--- src/rtl/core/lnkc_pkg.sv ---
// lnkc_pkg: shared types, command codes and default sizes for the lru key cache
// no dependencies; imported by every module of the block
`timescale 1ns / 1ps
`default_nettype none

package lnkc_pkg;

  localparam int unsigned CAPACITY_DEF = 16;
  localparam int unsigned KEY_BITS_DEF = 32;

  localparam int unsigned CMD_W = 2;
  localparam int unsigned CFG_W = 5;

  localparam logic [CFG_W-1:0] CFG_LIMIT_RESET = 5'd16;

  localparam logic [CMD_W-1:0] CMD_QUERY = 2'd0;
  localparam logic [CMD_W-1:0] CMD_ADD   = 2'd1;
  localparam logic [CMD_W-1:0] CMD_FLUSH = 2'd2;

  // writes and reads towards the entry store
  typedef struct packed {
    logic rd_en;
    logic rank_we;
    logic key_we;
    logic valid_set;
    logic valid_clr;
    logic flush_all;
  } lnkc_mem_ctl_t;

  // tag on the registered read data
  typedef struct packed {
    logic vld;
    logic entry_valid;
  } lnkc_mem_rsp_t;

endpackage

`default_nettype wire

--- src/rtl/core/lru_negative_key_cache_top.sv ---
// Fully associative key set with least-recently-used replacement. A command is
// taken when start is high and busy is low; the result is shown for exactly one
// cycle with result_valid_o and cannot be held off, so the receiver must take it
// then. A query or an add scans the entry store one entry a cycle through a
// single memory read port; a query hit or an add of a new key then makes a
// second rank pass. A query miss or an add hit returns after the scan and a
// decide step, a query hit after the rank pass, an add of a new key after the
// rank pass and an insert step; flush and the unused command answer in the
// cycle after the transfer. The capacity limit (cfg_data_i) is written only
// while busy is low; zero acts as one and values above CAPACITY act as CAPACITY.
// depends on lnkc_pkg, lnkc_entry_mem and lnkc_seq
`timescale 1ns / 1ps
`default_nettype none

module lru_negative_key_cache_top
  import lnkc_pkg::*;
#(
  parameter int unsigned CAPACITY = CAPACITY_DEF,
  parameter int unsigned KEY_BITS = KEY_BITS_DEF
) (
  input  wire logic                clk_i,
  input  wire logic                rst_ni,
  input  wire logic                start,
  output logic                     busy,
  input  wire logic [CMD_W-1:0]    command_i,
  input  wire logic [KEY_BITS-1:0] key_i,
  input  wire logic                cfg_valid_i,
  output logic                     cfg_ready_o,
  input  wire logic [CFG_W-1:0]    cfg_data_i,
  output logic                     result_valid_o,
  output logic                     hit_o,
  output logic                     evicted_o,
  output logic [KEY_BITS-1:0]      evicted_key_o
);

  localparam int unsigned IDX_W  = $clog2(CAPACITY);
  localparam int unsigned RANK_W = $clog2(CAPACITY);

  lnkc_mem_ctl_t       mem_ctl;
  lnkc_mem_rsp_t       mem_rsp;
  logic [IDX_W-1:0]    rd_addr;
  logic [IDX_W-1:0]    wr_addr;
  logic [RANK_W-1:0]   rank_wdata;
  logic [KEY_BITS-1:0] key_wdata;
  logic [IDX_W-1:0]    rsp_addr;
  logic [KEY_BITS-1:0] rsp_key;
  logic [RANK_W-1:0]   rsp_rank;

  lnkc_seq #(
    .CAPACITY (CAPACITY),
    .KEY_BITS (KEY_BITS),
    .IDX_W    (IDX_W),
    .RANK_W   (RANK_W)
  ) u_seq (
    .clk_i          (clk_i),
    .rst_ni         (rst_ni),
    .start          (start),
    .busy           (busy),
    .command_i      (command_i),
    .key_i          (key_i),
    .cfg_valid_i    (cfg_valid_i),
    .cfg_ready_o    (cfg_ready_o),
    .cfg_data_i     (cfg_data_i),
    .result_valid_o (result_valid_o),
    .hit_o          (hit_o),
    .evicted_o      (evicted_o),
    .evicted_key_o  (evicted_key_o),
    .ctl_o          (mem_ctl),
    .rd_addr_o      (rd_addr),
    .wr_addr_o      (wr_addr),
    .rank_wdata_o   (rank_wdata),
    .key_wdata_o    (key_wdata),
    .rsp_i          (mem_rsp),
    .rsp_addr_i     (rsp_addr),
    .rsp_key_i      (rsp_key),
    .rsp_rank_i     (rsp_rank)
  );

  lnkc_entry_mem #(
    .CAPACITY (CAPACITY),
    .KEY_BITS (KEY_BITS),
    .IDX_W    (IDX_W),
    .RANK_W   (RANK_W)
  ) u_mem (
    .clk_i        (clk_i),
    .rst_ni       (rst_ni),
    .ctl_i        (mem_ctl),
    .rd_addr_i    (rd_addr),
    .wr_addr_i    (wr_addr),
    .rank_wdata_i (rank_wdata),
    .key_wdata_i  (key_wdata),
    .rsp_o        (mem_rsp),
    .rsp_addr_o   (rsp_addr),
    .rsp_key_o    (rsp_key),
    .rsp_rank_o   (rsp_rank)
  );

endmodule

`default_nettype wire

--- src/rtl/core/lnkc_entry_mem.sv ---
// lnkc_entry_mem: key and rank memories with per-entry valid flops
// one read port with registered data, one write port; uses lnkc_pkg
`timescale 1ns / 1ps
`default_nettype none

module lnkc_entry_mem
  import lnkc_pkg::*;
#(
  parameter int unsigned CAPACITY = CAPACITY_DEF,
  parameter int unsigned KEY_BITS = KEY_BITS_DEF,
  parameter int unsigned IDX_W    = $clog2(CAPACITY),
  parameter int unsigned RANK_W   = $clog2(CAPACITY)
) (
  input  wire logic                clk_i,
  input  wire logic                rst_ni,
  input  wire lnkc_mem_ctl_t       ctl_i,
  input  wire logic [IDX_W-1:0]    rd_addr_i,
  input  wire logic [IDX_W-1:0]    wr_addr_i,
  input  wire logic [RANK_W-1:0]   rank_wdata_i,
  input  wire logic [KEY_BITS-1:0] key_wdata_i,
  output lnkc_mem_rsp_t            rsp_o,
  output logic [IDX_W-1:0]         rsp_addr_o,
  output logic [KEY_BITS-1:0]      rsp_key_o,
  output logic [RANK_W-1:0]        rsp_rank_o
);

  logic [KEY_BITS-1:0] key_mem  [CAPACITY];
  logic [RANK_W-1:0]   rank_mem [CAPACITY];
  logic [CAPACITY-1:0] valid_q;
  lnkc_mem_rsp_t       rsp_q;
  logic [IDX_W-1:0]    rsp_addr_q;

  always_ff @(posedge clk_i) begin
    if (ctl_i.key_we) begin
      key_mem[wr_addr_i] <= key_wdata_i;
    end
    if (ctl_i.rank_we) begin
      rank_mem[wr_addr_i] <= rank_wdata_i;
    end
  end

  always_ff @(posedge clk_i) begin
    if (ctl_i.rd_en) begin
      rsp_key_o  <= key_mem[rd_addr_i];
      rsp_rank_o <= rank_mem[rd_addr_i];
      rsp_addr_q <= rd_addr_i;
    end
  end

  always_ff @(posedge clk_i or negedge rst_ni) begin
    if (!rst_ni) begin
      valid_q <= '0;
      rsp_q   <= '0;
    end else begin
      rsp_q.vld <= ctl_i.rd_en;
      if (ctl_i.rd_en) begin
        rsp_q.entry_valid <= valid_q[rd_addr_i];
      end
      if (ctl_i.flush_all) begin
        valid_q <= '0;
      end else if (ctl_i.valid_set) begin
        valid_q[wr_addr_i] <= 1'b1;
      end else if (ctl_i.valid_clr) begin
        valid_q[wr_addr_i] <= 1'b0;
      end
    end
  end

  assign rsp_o      = rsp_q;
  assign rsp_addr_o = rsp_addr_q;

endmodule

`default_nettype wire

--- src/rtl/core/lnkc_seq.sv ---
// lnkc_seq: sequencer with the shared key and rank compare unit
// scans the entry store one entry a cycle; uses lnkc_pkg and lnkc_entry_mem ports
`timescale 1ns / 1ps
`default_nettype none

module lnkc_seq
  import lnkc_pkg::*;
#(
  parameter int unsigned CAPACITY = CAPACITY_DEF,
  parameter int unsigned KEY_BITS = KEY_BITS_DEF,
  parameter int unsigned IDX_W    = $clog2(CAPACITY),
  parameter int unsigned RANK_W   = $clog2(CAPACITY)
) (
  input  wire logic                clk_i,
  input  wire logic                rst_ni,
  input  wire logic                start,
  output logic                     busy,
  input  wire logic [CMD_W-1:0]    command_i,
  input  wire logic [KEY_BITS-1:0] key_i,
  input  wire logic                cfg_valid_i,
  output logic                     cfg_ready_o,
  input  wire logic [CFG_W-1:0]    cfg_data_i,
  output logic                     result_valid_o,
  output logic                     hit_o,
  output logic                     evicted_o,
  output logic [KEY_BITS-1:0]      evicted_key_o,
  output lnkc_mem_ctl_t            ctl_o,
  output logic [IDX_W-1:0]         rd_addr_o,
  output logic [IDX_W-1:0]         wr_addr_o,
  output logic [RANK_W-1:0]        rank_wdata_o,
  output logic [KEY_BITS-1:0]      key_wdata_o,
  input  wire lnkc_mem_rsp_t       rsp_i,
  input  wire logic [IDX_W-1:0]    rsp_addr_i,
  input  wire logic [KEY_BITS-1:0] rsp_key_i,
  input  wire logic [RANK_W-1:0]   rsp_rank_i
);

  localparam int unsigned CNT_W = $clog2(CAPACITY + 1);
  localparam int unsigned LIM_W = (CNT_W > CFG_W) ? CNT_W : CFG_W;
  localparam logic [LIM_W-1:0] CAP_LIM  = LIM_W'(CAPACITY);
  localparam logic [IDX_W-1:0] LAST_IDX = IDX_W'(CAPACITY - 1);

  localparam logic [2:0] ST_IDLE   = 3'd0;
  localparam logic [2:0] ST_SCAN   = 3'd1;
  localparam logic [2:0] ST_DECIDE = 3'd2;
  localparam logic [2:0] ST_UPD    = 3'd3;
  localparam logic [2:0] ST_INS    = 3'd4;

  logic [2:0]          state_q, state_d;
  logic [IDX_W-1:0]    cnt_q, cnt_d;
  logic                iss_q, iss_d;
  logic [CMD_W-1:0]    cmd_q, cmd_d;
  logic [KEY_BITS-1:0] key_q, key_d;
  logic [CFG_W-1:0]    cfg_q, cfg_d;
  logic [CNT_W-1:0]    count_q, count_d;
  logic                found_q, found_d;
  logic [IDX_W-1:0]    hit_slot_q, hit_slot_d;
  logic [RANK_W-1:0]   hit_rank_q, hit_rank_d;
  logic [IDX_W-1:0]    lru_slot_q, lru_slot_d;
  logic [KEY_BITS-1:0] lru_key_q, lru_key_d;
  logic                free_found_q, free_found_d;
  logic [IDX_W-1:0]    free_slot_q, free_slot_d;
  logic                evict_q, evict_d;
  logic [IDX_W-1:0]    ins_slot_q, ins_slot_d;
  logic                res_vld_q, res_vld_d;
  logic                res_hit_q, res_hit_d;
  logic                res_evicted_q, res_evicted_d;
  logic [KEY_BITS-1:0] res_key_q, res_key_d;

  logic [LIM_W-1:0] cfg_ext, cnt_ext, eff_lim;
  logic             evict_need;
  logic             last_rsp;

  assign busy        = (state_q != ST_IDLE);
  assign cfg_ready_o = ~busy;

  // effective limit: zero acts as one, clamped to the store size
  assign cfg_ext    = LIM_W'(cfg_q);
  assign cnt_ext    = LIM_W'(count_q);
  assign eff_lim    = (cfg_ext == '0) ? LIM_W'(1) : ((cfg_ext > CAP_LIM) ? CAP_LIM : cfg_ext);
  assign evict_need = (cnt_ext >= eff_lim);
  assign last_rsp   = rsp_i.vld && (rsp_addr_i == LAST_IDX);

  always_comb begin
    state_d       = state_q;
    cnt_d         = cnt_q;
    iss_d         = iss_q;
    cmd_d         = cmd_q;
    key_d         = key_q;
    cfg_d         = cfg_q;
    count_d       = count_q;
    found_d       = found_q;
    hit_slot_d    = hit_slot_q;
    hit_rank_d    = hit_rank_q;
    lru_slot_d    = lru_slot_q;
    lru_key_d     = lru_key_q;
    free_found_d  = free_found_q;
    free_slot_d   = free_slot_q;
    evict_d       = evict_q;
    ins_slot_d    = ins_slot_q;
    res_vld_d     = 1'b0;
    res_hit_d     = res_hit_q;
    res_evicted_d = res_evicted_q;
    res_key_d     = res_key_q;
    ctl_o         = '0;
    rd_addr_o     = cnt_q;
    wr_addr_o     = ins_slot_q;
    rank_wdata_o  = '0;
    key_wdata_o   = key_q;

    if (cfg_valid_i && cfg_ready_o) begin
      cfg_d = cfg_data_i;
    end

    // read issue for both passes
    if (iss_q && (state_q == ST_SCAN || state_q == ST_UPD)) begin
      ctl_o.rd_en = 1'b1;
      if (cnt_q == LAST_IDX) begin
        iss_d = 1'b0;
      end else begin
        cnt_d = cnt_q + IDX_W'(1);
      end
    end

    case (state_q)
      ST_IDLE: begin
        if (start) begin
          case (command_i)
            CMD_QUERY, CMD_ADD: begin
              cmd_d        = command_i;
              key_d        = key_i;
              cnt_d        = '0;
              iss_d        = 1'b1;
              found_d      = 1'b0;
              free_found_d = 1'b0;
              state_d      = ST_SCAN;
            end
            CMD_FLUSH: begin
              ctl_o.flush_all = 1'b1;
              count_d         = '0;
              res_vld_d       = 1'b1;
              res_hit_d       = 1'b0;
              res_evicted_d   = 1'b0;
              res_key_d       = '0;
            end
            default: begin
              res_vld_d     = 1'b1;
              res_hit_d     = 1'b0;
              res_evicted_d = 1'b0;
              res_key_d     = '0;
            end
          endcase
        end
      end

      ST_SCAN: begin
        if (rsp_i.vld) begin
          if (rsp_i.entry_valid && (rsp_key_i == key_q)) begin
            found_d    = 1'b1;
            hit_slot_d = rsp_addr_i;
            hit_rank_d = rsp_rank_i;
          end
          if (rsp_i.entry_valid && (CNT_W'(rsp_rank_i) == count_q - CNT_W'(1))) begin
            lru_slot_d = rsp_addr_i;
            lru_key_d  = rsp_key_i;
          end
          if (!rsp_i.entry_valid && !free_found_q) begin
            free_found_d = 1'b1;
            free_slot_d  = rsp_addr_i;
          end
        end
        if (last_rsp) begin
          state_d = ST_DECIDE;
        end
      end

      ST_DECIDE: begin
        if (cmd_q == CMD_ADD) begin
          if (found_q) begin
            res_vld_d     = 1'b1;
            res_hit_d     = 1'b1;
            res_evicted_d = 1'b0;
            res_key_d     = '0;
            state_d       = ST_IDLE;
          end else begin
            evict_d = evict_need;
            if (evict_need) begin
              ctl_o.valid_clr = 1'b1;
              wr_addr_o       = lru_slot_q;
            end
            // lowest free index once the lru entry is gone
            if (evict_need && (!free_found_q || (lru_slot_q < free_slot_q))) begin
              ins_slot_d = lru_slot_q;
            end else begin
              ins_slot_d = free_slot_q;
            end
            cnt_d   = '0;
            iss_d   = 1'b1;
            state_d = ST_UPD;
          end
        end else if (found_q) begin
          cnt_d   = '0;
          iss_d   = 1'b1;
          state_d = ST_UPD;
        end else begin
          res_vld_d     = 1'b1;
          res_hit_d     = 1'b0;
          res_evicted_d = 1'b0;
          res_key_d     = '0;
          state_d       = ST_IDLE;
        end
      end

      ST_UPD: begin
        if (rsp_i.vld) begin
          wr_addr_o = rsp_addr_i;
          if (cmd_q == CMD_ADD) begin
            if (rsp_i.entry_valid) begin
              ctl_o.rank_we = 1'b1;
              rank_wdata_o  = rsp_rank_i + RANK_W'(1);
            end
          end else if (rsp_addr_i == hit_slot_q) begin
            ctl_o.rank_we = 1'b1;
            rank_wdata_o  = '0;
          end else if (rsp_i.entry_valid && (rsp_rank_i < hit_rank_q)) begin
            ctl_o.rank_we = 1'b1;
            rank_wdata_o  = rsp_rank_i + RANK_W'(1);
          end
        end
        if (last_rsp) begin
          if (cmd_q == CMD_ADD) begin
            state_d = ST_INS;
          end else begin
            res_vld_d     = 1'b1;
            res_hit_d     = 1'b1;
            res_evicted_d = 1'b0;
            res_key_d     = '0;
            state_d       = ST_IDLE;
          end
        end
      end

      ST_INS: begin
        ctl_o.key_we    = 1'b1;
        ctl_o.rank_we   = 1'b1;
        ctl_o.valid_set = 1'b1;
        wr_addr_o       = ins_slot_q;
        rank_wdata_o    = '0;
        if (!evict_q) begin
          count_d = count_q + CNT_W'(1);
        end
        res_vld_d     = 1'b1;
        res_hit_d     = 1'b0;
        res_evicted_d = evict_q;
        res_key_d     = evict_q ? lru_key_q : '0;
        state_d       = ST_IDLE;
      end

      default: begin
        state_d = ST_IDLE;
      end
    endcase
  end

  always_ff @(posedge clk_i or negedge rst_ni) begin
    if (!rst_ni) begin
      state_q   <= ST_IDLE;
      iss_q     <= 1'b0;
      cfg_q     <= CFG_LIMIT_RESET;
      count_q   <= '0;
      res_vld_q <= 1'b0;
    end else begin
      state_q   <= state_d;
      iss_q     <= iss_d;
      cfg_q     <= cfg_d;
      count_q   <= count_d;
      res_vld_q <= res_vld_d;
    end
  end

  always_ff @(posedge clk_i) begin
    cnt_q         <= cnt_d;
    cmd_q         <= cmd_d;
    key_q         <= key_d;
    found_q       <= found_d;
    hit_slot_q    <= hit_slot_d;
    hit_rank_q    <= hit_rank_d;
    lru_slot_q    <= lru_slot_d;
    lru_key_q     <= lru_key_d;
    free_found_q  <= free_found_d;
    free_slot_q   <= free_slot_d;
    evict_q       <= evict_d;
    ins_slot_q    <= ins_slot_d;
    res_hit_q     <= res_hit_d;
    res_evicted_q <= res_evicted_d;
    res_key_q     <= res_key_d;
  end

  assign result_valid_o = res_vld_q;
  assign hit_o          = res_hit_q;
  assign evicted_o      = res_evicted_q;
  assign evicted_key_o  = res_key_q;

endmodule

`default_nettype wire
--- config.mk ---
export PLATFORM = sky130hd
export DESIGN_NAME = lru_negative_key_cache_top
export DESIGN_NICKNAME = d
export VERILOG_FILES = /design/src/rtl/core/lnkc_pkg.sv /design/src/rtl/core/lru_negative_key_cache_top.sv /design/src/rtl/core/lnkc_entry_mem.sv /design/src/rtl/core/lnkc_seq.sv
export SDC_FILE = /design/constraint.sdc
export NUM_CORES = 1
export LEC_CHECK = 0
export BUFFER_PORTS_ARGS = -buffer_cell sky130_fd_sc_hd__buf_2
export CAP_MARGIN = 0
export CELL_PAD_IN_SITES_DETAIL_PLACEMENT = 0
export CELL_PAD_IN_SITES_GLOBAL_PLACEMENT = 2
export CORE_ASPECT_RATIO = 0.7
export CORE_MARGIN = 5
export CORE_UTILIZATION = 45
export DETAILED_ROUTE_END_ITERATION = 12
export PLACE_DENSITY = 0.85
export SLEW_MARGIN = 20
export SYNTH_ARGS = -nofsm -noshare
export SYNTH_HDL_FRONTEND = slang
export SYNTH_SLANG_ARGS = --single-unit
--- constraint.sdc ---
create_clock -name clk_i -period 4.35 [get_ports clk_i]
set_clock_uncertainty 0.05 [all_clocks]
set_input_delay 0.6525 -clock clk_i [delete_from_list [all_inputs] [get_ports clk_i]]
set_output_delay 0.6525 -clock clk_i [all_outputs]
set_load 0.005 [all_outputs]
==> flow_metrics.env <==
export IMPL_rsz0062_at_grt="false"
export IMPL_grt_met1_usage=0.315
export IMPL_gr_max_usage_layer="met1"
export IMPL_core_area_mm2=0.0663
export IMPL_slew_at_the_pin_closest_to_its_max_slew_limit_ns=1.13
export IMPL_grt_max_degree=55
export IMPL_clkSlewWorstSetupHoldPaths_ns=0.07
export IMPL_grt_use_met3=0.0656
export IMPL_ys_async_sr_fraction=0.0425
export IMPL_synth_seq_cells=776
export IMPL_design_portCount=80
export IMPL_detail_route_iter0_violations=2305
export IMPL_drv_max_cap_violation_count=0
export IMPL_average_size_of_a_mapped_cell_um2=21.4
export IMPL_syn_warnings=0
export IMPL_finalWeightedCongestion=0.875
export IMPL_root_buffer="clkbuf_16"
export IMPL_number_of_antenna_violations_at_the_first_check_in_global_routing=7
export IMPL_port_buffer_count=79
export IMPL_layout_worst_path_cycle_share=0.851
export IMPL_hpwlAfterDp_mm=44.6
export IMPL_die_width_um=319
export IMPL_fmax_mhz=270
export IMPL_relSlewSlack=0.243
export IMPL_wire_length_of_the_first_global_routing_pass_mm=102
export IMPL_ys_types=63
export IMPL_cts_setup_buffers=0
export IMPL_mostFrequentLayoutCells="edfxtp_1 (739), mux4_2 (185), buf_2 (79)"
export IMPL_power_share_combinational=0.231
export IMPL_clock_latency_ns=0.62
export IMPL_cts_resized_gates=0
export IMPL_numPlacedInstances=2370
export IMPL_route_detailed_drc=0
export IMPL_synth_mux_area_fraction=0.143
export IMPL_switching_component_of_the_power_mw=6.15
export IMPL_detail_route_first_pass_iterations=5
export IMPL_synth_compound_area_share=0.0202
export IMPL_global_route_usage_total=0.195
export IMPL_grt_overflow=0
export IMPL_num_vias=14900
export IMPL_h_tree_depth=3
export IMPL_timing_critical_path_fanout_max=32
export IMPL_crit_path_end_kind="flop"
export IMPL_layout_min_cycle_time_ns=3.70
export IMPL_worst_r2r_cell_count=10
export IMPL_leakagePower_nw=11.2
export IMPL_rr_startpoint="u_seq.cfg_ext[4]$_DFFE_PN1P_"
export IMPL_floorplan_initialDensity=0.453
export IMPL_wire_per_inst_um=27.9
export IMPL_synth_top_family_by_area="multiplexers"
export IMPL_data_arrival_critical_path_ns=3.89
export IMPL_wl_mm=70.0
export IMPL_die_ht_um=226
export IMPL_clock_path_buffers=3
export IMPL_crit_type="flop to flop"
export IMPL_synth_fa_ha_area_frac=0.00625
export IMPL_cts_buffers=75
export IMPL_area_growth_synth_to_final_pct=15.0
export IMPL_synth_top_flop_cell="edfxtp_1"
export IMPL_grt_pass1_vias=14600
export IMPL_regToRegSetupSlack_ns=0.65
export IMPL_start_kind="flop"
export IMPL_worst_ir_drop_vdd_v=0.000338
export IMPL_most_frequent_standard_cell_in_the_layout_excluding_fill_and_tap_cells="edfxtp_1"
export IMPL_critPathRequiredTime_ns=4.54
export IMPL_syn_area_mm2=0.0300
export IMPL_cts_hold_fix_buffers=0
export IMPL_class_of_the_worst_hold_path="input port to asynchronous set/reset pin"
export IMPL_post_synth_and_or_nand_nor_area_fraction=0.0371
export IMPL_timing_max_transition_violations_final=0
export IMPL_setup_tns_ns=0
export IMPL_power_per_cell_area_mw_per_mm2=615
export IMPL_final_layout_size_suffix_gt1_frac=0.301
export IMPL_route_antenna_remaining_nets=0
export IMPL_die_area_mm2=0.0721
export IMPL_report_power_total_mw=21.2
export IMPL_syn_inst=1403
export IMPL_clock_power_share=0.309
export IMPL_synth_xor_area_frac=0.0134
export IMPL_tritoncts="built"
export IMPL_cts_sinks=776
export IMPL_outcome="finished clean"
export IMPL_row_count=79
export IMPL_finalSetupViolations=0
export IMPL_syn_nets=1461
export IMPL_power_internal_mw=15.1
export IMPL_timing_hold_violations_final=0
export IMPL_num_nets_final=1614
export IMPL_final_cell_count_without_fillers=2509
export IMPL_edff_count_synth=739
export IMPL_power_sequential_fraction=0.460
export IMPL_switching_share=0.290
export IMPL_synth_seq_area_share=0.769
export IMPL_grt_use_met2=0.259
export IMPL_post_dr_vias_cell=5.96
export IMPL_r2r_end="u_mem.key_mem[8][20]$_DFFE_PP_"
[registers in the layout, summed over array words and instances (netlist names), 2 cells and up]
name / flops
u_seq.hit_rank_q: 4
u_seq.lru_key_q: 32
u_seq.rd_addr_o: 4
u_mem.rsp_addr_o: 4
u_mem.valid_q: 16
u_mem.rank_mem: 64
u_seq.cmd_q: 2
u_mem.rsp_o: 2
u_seq.free_slot_q: 4
u_mem.key_mem: 512
u_seq.lru_slot_q: 4
u_seq.state_q: 3
u_seq.ins_slot_q: 4
u_mem.rsp_rank_o: 4
u_seq.evicted_key_o: 32
u_seq.cnt_ext: 5
u_mem.rsp_key_o: 32
u_seq.cfg_ext: 5
u_seq.hit_slot_q: 4
u_seq.key_wdata_o: 32
[worst max-delay path, stage by stage, from the launching register on]
cell     delay [ns]
dfstp_2        0.53
inv_1          0.08
ha_1           0.30
inv_1          0.05
o32a_4         0.43
inv_2          0.14
a311o_1        0.31
and2_1         0.34
nand3_1        0.44
nor2_4         0.19
buf_4          0.45
[cell families after synthesis]
logic type	Yosys count
compound gates	81
xor+xnor	46
fa+ha+maj	15
buf+inv	79
flops	776
mux	197
simple gates	209
[synth_stat cells, types with 3 or more instances]
cell | instances | share of area
a21o_1 | 3 | 0.00075
nand4_1 | 19 | 0.0040
a32o_1 | 6 | 0.0020
buf_2 | 22 | 0.0037
o22ai_1 | 6 | 0.0012
dfrtp_1 | 32 | 0.027
nor4_1 | 6 | 0.0012
nor3_1 | 29 | 0.0048
o311ai_1 | 4 | 0.0012
ha_1 | 15 | 0.0062
mux4_2 | 185 | 0.14
xnor2_1 | 36 | 0.010
xor2_1 | 10 | 0.0029
nand2b_1 | 10 | 0.0021
mux2_2 | 12 | 0.0045
a31oi_1 | 3 | 0.00062
nor2_1 | 42 | 0.0052
o21ai_1 | 4 | 0.00067
o21ai_0 | 12 | 0.0020
nand4b_1 | 3 | 0.00087
and2_1 | 39 | 0.0081
dfxtp_1 | 4 | 0.0027
edfxtp_1 | 739 | 0.74
clkbuf_1 | 34 | 0.0042
and3_1 | 4 | 0.00083
a21oi_1 | 20 | 0.0033
or3_1 | 3 | 0.00062
nand3_1 | 8 | 0.0013
nor2b_1 | 3 | 0.00062
inv_1 | 18 | 0.0022
nand2_1 | 32 | 0.0040
[how the worst max path moves through the flow]
| stage | start | end | cells after the start |
|---|---|---|---|
| finish | u_seq.cfg_ext[4]$_DFFE_PN1P_ | u_mem.key_mem[8][20]$_DFFE_PP_ | 10 |
| detailed placement | u_seq.cfg_ext[4]$_DFFE_PN1P_ | u_mem.key_mem[9][9]$_DFFE_PP_ | 10 |
| global placement | u_seq.cfg_ext[1]$_DFFE_PN0P_ | u_mem.key_mem[12][2]$_DFFE_PP_ | 12 |
| global route | u_seq.cfg_ext[4]$_DFFE_PN1P_ | u_mem.key_mem[9][18]$_DFFE_PP_ | 10 |
| CTS | u_seq.cfg_ext[1]$_DFFE_PN0P_ | u_mem.key_mem[12][13]$_DFFE_PP_ | 12 |
| floorplan | u_seq.cfg_ext[1]$_DFFE_PN0P_ | u_mem.key_mem[0][0]$_DFFE_PP_ | 11 |
[cell type report]
| type | instances | area [um^2] |
|---|---|---|
| inverter | 20 | 75.1 |
| sequential | 776 | 23100 |
| timing repair buffer | 135 | 966 |
| fill | 5037 | 31800 |
| clock inverter | 45 | 502 |
| multi-input combinational | 548 | 6770 |
| tap | 891 | 1110 |
| antenna | 2 | 5.00 |
| clock buffer | 92 | 1990 |
[stage by stage]
| step | utilization | hold WS (ns) | area [um^2] | worst slack [ns] |
|---|---|---|---|---|
| after floorplan | - | 0.307 | 30000 | 0.333 |
| after global placement | 0.483 | 0.404 | 32000 | 0.732 |
| after detailed placement | 0.483 | 0.406 | 32000 | 0.672 |
| after CTS | 0.521 | 0.0668 | 34500 | 0.649 |
| after global routing | 0.521 | 0.126 | 34500 | 0.433 |
| final | 0.521 | 0.0734 | 34500 | 0.650 |
[power by group through the flow]
stage	combinational (mW)	sequential (mW)	clock (mW)
global route	5.23	9.86	7.03
floorplan	3.63	9.36	0
CTS	4.91	9.78	6.70
detailed placement	4.89	9.93	0
finish	4.91	9.77	6.57
global placement	4.82	9.90	0
[per-layer routing]
| metal | share of wire | wire [um] |
|---|---|---|
| met1 | 0.45 | 31400 |
| met4 | 0.012 | 847 |
| met5 | 0.00019 | 13 |
| met2 | 0.41 | 28800 |
| met3 | 0.13 | 8910 |
(Power assumes the default switching activity.)
